===== src/rtl/sorted_record_table_with_stats_unit_macros.svh =====
// assertion macros for the sorted record table
`ifndef SORTED_RECORD_TABLE_WITH_STATS_UNIT_MACROS_SVH
`define SORTED_RECORD_TABLE_WITH_STATS_UNIT_MACROS_SVH

// implication checked on every clock edge outside reset
`define SRT_ASSERT_IMP(label, clk, rst_n, ante, cons, msg) \
    label: assert property (@(posedge clk) disable iff (!rst_n) (ante) |-> (cons)) \
        else $error(msg);

// next-cycle implication checked outside reset
`define SRT_ASSERT_NEXT(label, clk, rst_n, ante, cons, msg) \
    label: assert property (@(posedge clk) disable iff (!rst_n) (ante) |=> (cons)) \
        else $error(msg);

`endif


===== src/rtl/srt_ram.sv =====
// generic single-port-write, one-read ram with registered read
module srt_ram #(
    parameter int unsigned Width = 16,
    parameter int unsigned Depth = 128
) (
    input  logic                     i_clk,
    input  logic                     i_we,
    input  logic [$clog2(Depth)-1:0] i_waddr,
    input  logic [Width-1:0]         i_wdata,
    input  logic [$clog2(Depth)-1:0] i_raddr,
    output logic [Width-1:0]         o_rdata
);
    logic [Width-1:0] r_mem [Depth];
    logic [Width-1:0] r_rdata;

    always_ff @(posedge i_clk) begin
        if (i_we) begin
            r_mem[i_waddr] <= i_wdata;
        end
        r_rdata <= r_mem[i_raddr];
    end

    assign o_rdata = r_rdata;
endmodule


===== config.mk =====
export PLATFORM = sky130hd
export DESIGN_NAME = srt_ram
export DESIGN_NICKNAME = d
export VERILOG_FILES = /design/src/rtl/sorted_record_table_with_stats_unit_macros.svh /design/src/rtl/srt_ram.sv
export SDC_FILE = /design/constraint.sdc
export NUM_CORES = 2
export LEC_CHECK = 0
export BUFFER_PORTS_ARGS = -buffer_cell sky130_fd_sc_hd__buf_2
export CORE_UTILIZATION = 35
export DETAILED_ROUTE_END_ITERATION = 10
export PLACE_DENSITY = 0.47
export SLEW_MARGIN = 20
export SYNTH_ARGS = -nofsm -noshare
export SYNTH_HDL_FRONTEND = slang
export SYNTH_SLANG_ARGS = --single-unit

===== constraint.sdc =====
create_clock -name i_clk -period 9.2 [get_ports i_clk]
set_clock_uncertainty 0.05 [all_clocks]
set_input_delay 1.38 -clock i_clk [delete_from_list [all_inputs] [get_ports i_clk]]
set_output_delay 1.38 -clock i_clk [all_outputs]
set_load 0.02 [all_outputs]

======== Yosys cells after proc, flatten, opt, wreduce, memory -nomap -nowiden ========
Memory sizes are Yosys's and may differ from the RTL's. A register that Yosys moved wholly into a read port is not among the register bits.
Cells that the tools add are included.
word-level totals
  flip-flop bits (word level) ............. 0
  latch bits .............................. 0
  bits in writable memories ............... 2,048
  bits in read-only memories .............. 0
  bits of input ports ..................... 32
  output and inout bits ................... 16
  word-level logic and storage cells ...... 3
  memories ................................ 1
memories
  name   depth  bits a word  rd ports  clocked after Yosys merged registers in  wr ports  RTL line       RTL
  r_mem  128    16           1         1                                        1         srt_ram.sv:13  logic [Width-1:0] r_mem [Depth];
operators by class
  add/subtract/negate cells ............... 0
  multiply operators ...................... 0
  divide/modulo/power cells ............... 0
  magnitude comparators ................... 0
  equal/unequal tests ..................... 0
  shift operators ......................... 0
  muxes and demuxes ....................... 2
  bitwise gates (word level) .............. 0
  reduce and logical (&&, ||, !) cells .... 0
operators by type and width
  cell               number
  two-way mux 1 bit  2

======== Longest topological paths before layout ========
  depth after elaboration ................. 2
  depth in mapped cells ................... 7
  mapped depth without buffers ............ 4

======== Worst setup path after synthesis ========
No wires, ideal clock.
  path type ............................... input -> register
  from .................................... input i_raddr[0]
  to ...................................... register r_rdata[0] (netlist: o_rdata[0]) (read register of r_mem)
  library setup time ...................... 121 ps
  arrival ................................. 3,754 ps
  required time ........................... 9,029 ps
  slack ................................... 5,275 ps
  stages .................................. 6
  path buffers ............................ 2
  cell sequence ........................... buf_2 -> buf_1 -> mux4_2 -> mux4_2 -> mux4_2 -> mux2_2
RTL lines
  element             RTL line       RTL
  start: declaration  srt_ram.sv:10  input logic [$clog2(Depth)-1:0] i_raddr,
  end: declaration    srt_ram.sv:14  logic [Width-1:0] r_rdata;

==> reports/results.txt <==
Skew-Pair Late Insertion Delay - 0.85 ns
cts bufs inserted - 217
first-pass GRT wire length - 293000 um
Synth Register Bits - 2064
layout cell share with drive strength beyond 1 - 35.5%
Rows - 173
number of nets with antenna violations after routing - 0
FF+latch area - 61800 um^2
Ports - 48
DIE WIDTH - 476 um
largest net degree at the start of global routing - 151
Die Ht - 476 um
H-tree Lvls - 4
fmax - 232 MHz
Slew Viols, Final - 0
Worst path most repeated cell - mux4_2
WL final - 209000 um
max cap viols - 0
CTS tree - done
R2R Setup Slk - 6.56 ns
worst reg2reg path depth - 4
minimum clock period - 4.30 ns
vias per cell - 5.37
Total GRT Usage - 18.7%
routed vias - 35016
critical path type - primary input to flip-flop
clk root buf - clkbuf_16
outcome - completed
Initial Util - 35.3%
Worst setup EP type - flip-flop
CP max stage cell - mux4_2
vias in the first global route - 37033
Hold Path Class - primary input to flip-flop
Mean Syn Cell Area - 25.4 um^2
Final Hold Viols - 0
port buffer count - 47
required time worst endpoint - 9.89 ns
initial antenna violation count - 23
die area - 226000 um^2
synthesized net count - 3118
clock sinks - 2064
hold depth - 1
CP peak stage delay - 0.67 ns
Critical Path AT - 4.99 ns
Pre-antenna DRT Iters - 5
total gr overflow - 0
R2R Path End - o_rdata[6]$_DFF_P_
Hold EP - r_mem[9][3]$_DFFE_PP_
Ys Warns - 0
Core Area - 223000 um^2
fillcell total - 19322
PD cells - 222 nW/um^2
area occupied by multi-input gates - 16200 um^2
Post-Syn Instances - 3086
postcts setup bufs - 0
CP Max Fanout - 66
Post-route DRC - 0
Setup TNS Final - 0 ns
# resized after CTS - 0
crit path launch - i_raddr[0]
hold_buf cts - 0
crit-path cells - buf_8, buf_12, mux4_2, mux4_2, mux4_2, mux2_2
maximum vdd drop - 0.157 mV
Avg WL per Cell - 32.1 um
Tcrit/Tclk final - 46.8%
mapped cell area - 78500 um^2
Clock Tree Buf Depth - 3
Detailed Place HPWL - 118000 um
Setup violations, final - 0
sequential share of the synthesized area - 78.7%
register clock-pin slew on the reported worst setup and hold paths - 0.06 ns
initial drt markers - 3382
Syn-to-layout area delta - 15.2%
Worst-Margin Slew - 1.20 ns
RSZ-0062 raised after global routing - false
nets - 3387
critical path launch point type - primary input
Slew HR - 19.8%
Fin Hold WS - 0.938 ns
Worst Hold Launch - i_wdata[3]
Placer Congestion - 0.786
Cell variety after synth - 17
Reg-to-Reg Start - r_mem[85][6]$_DFFE_PP_
leakage - 27.6 nW
==> final cells by class <==
| type | instances | area share (%) |
|---|---|---|
| Sequential cell | 2064 | 68.3 |
| Clock inverter | 133 | 1.48 |
| Clock buffer | 270 | 6.31 |
| Antenna cell | 10 | 0.0277 |
| Timing Repair Buffer | 214 | 1.88 |
| Tap cell | 2975 | 4.11 |
| Multi-Input combinational cell | 858 | 17.9 |
==> through the flow <==
step                instances  power (mW)  instance area (um^2)  worst slack, ns  utilization [%]
finish                   6524        20.1                 90500             4.90             40.7
detailed placement       6110        11.6                 83400             3.90             37.5
global placement         6110        11.6                 83400             3.94             37.5
CTS                      6513        20.3                 90400             4.85             40.6
global route             6515        20.6                 90500             4.76             40.7
floorplan                3086        11.1                 78500             5.27                -
==> cell usage after synthesis <==
library cell  count  area share [%]
edfxtp_1       2048              78
mux4_2          672              19
nor2_1          122            0.58
clkbuf_1         82            0.39
buf_2            52            0.33
buf_1            28            0.13
dfxtp_1          16            0.41
mux2_2           16            0.23
nand2_1          14           0.067
nand3_1          12           0.076
nor3_1            9           0.057
nor2b_1           7           0.056
nand4_1           3           0.024
nand2b_1          2           0.016
buf_4             1          0.0096
buf_6             1           0.014
or3_1             1          0.0080
==> logic make-up (layout without fill, tap and decap cells) <==
| group | count (synthesis) | after routing | synth area share, % |
|---|---|---|---|
| buf+inv | 164 | 617 | 0.881 |
| flops | 2064 | 2064 | 78.7 |
| mux | 688 | 688 | 19.5 |
| other cells | 0 | 10 | 0 |
| simple gates | 170 | 170 | 0.888 |
==> report_power, final <==
part	switching (mW)	internal, mW	leakage, nW
Sequential	0.0285	10.4	18.5
Combinational	0.604	0.378	5.62
Clock	3.64	5.02	3.43
==> worst max-delay path, delay by kind of cell <==
| family | cells | cell delay [ns] |
|---|---|---|
| buffers and inverters | 2 | 1.10 |
| muxes | 4 | 2.21 |
==> placed cells by master, fill, tap and decap left out, drive strengths merged <==
cell      netlist  routed
nand3          12      12
dfxtp          16      16
nand4           3       3
nand2b          2       2
mux4          672     672
nor2          122     122
bufinv          0      22
or3             1       1
mux2           16      16
clkinvlp        0      10
buf            82     214
inv             0       7
clkinv          0      94
edfxtp       2048    2048
clkbuf         82     270
nor2b           7       7
diode           0      10
nor3            9       9
nand2          14      14
==> how the worst max path moves through the flow <==
stage | endpoint | slack, ns
floorplan | o_rdata[0]$_DFF_P_ | 5.27
global placement | o_rdata[6]$_DFF_P_ | 3.94
detailed placement | o_rdata[6]$_DFF_P_ | 3.90
CTS | o_rdata[6]$_DFF_P_ | 4.85
global route | o_rdata[1]$_DFF_P_ | 4.76
finish | o_rdata[6]$_DFF_P_ | 4.90
==> routing by layer <==
layer  share of wire, %  global-route usage, %  up-vias
met5              0.010                      0        -
met3                5.3                   2.87      243
met4                1.8                   4.30        4
met2                 49                   30.9     1052
li1                   -                      -    14056
met1                 43                   26.2    19661
==> state kept, by name (all words and copies together), names as in the netlist <==
signal / flops
r_mem: 2048
o_rdata: 16
(Power assumes the default switching activity.)
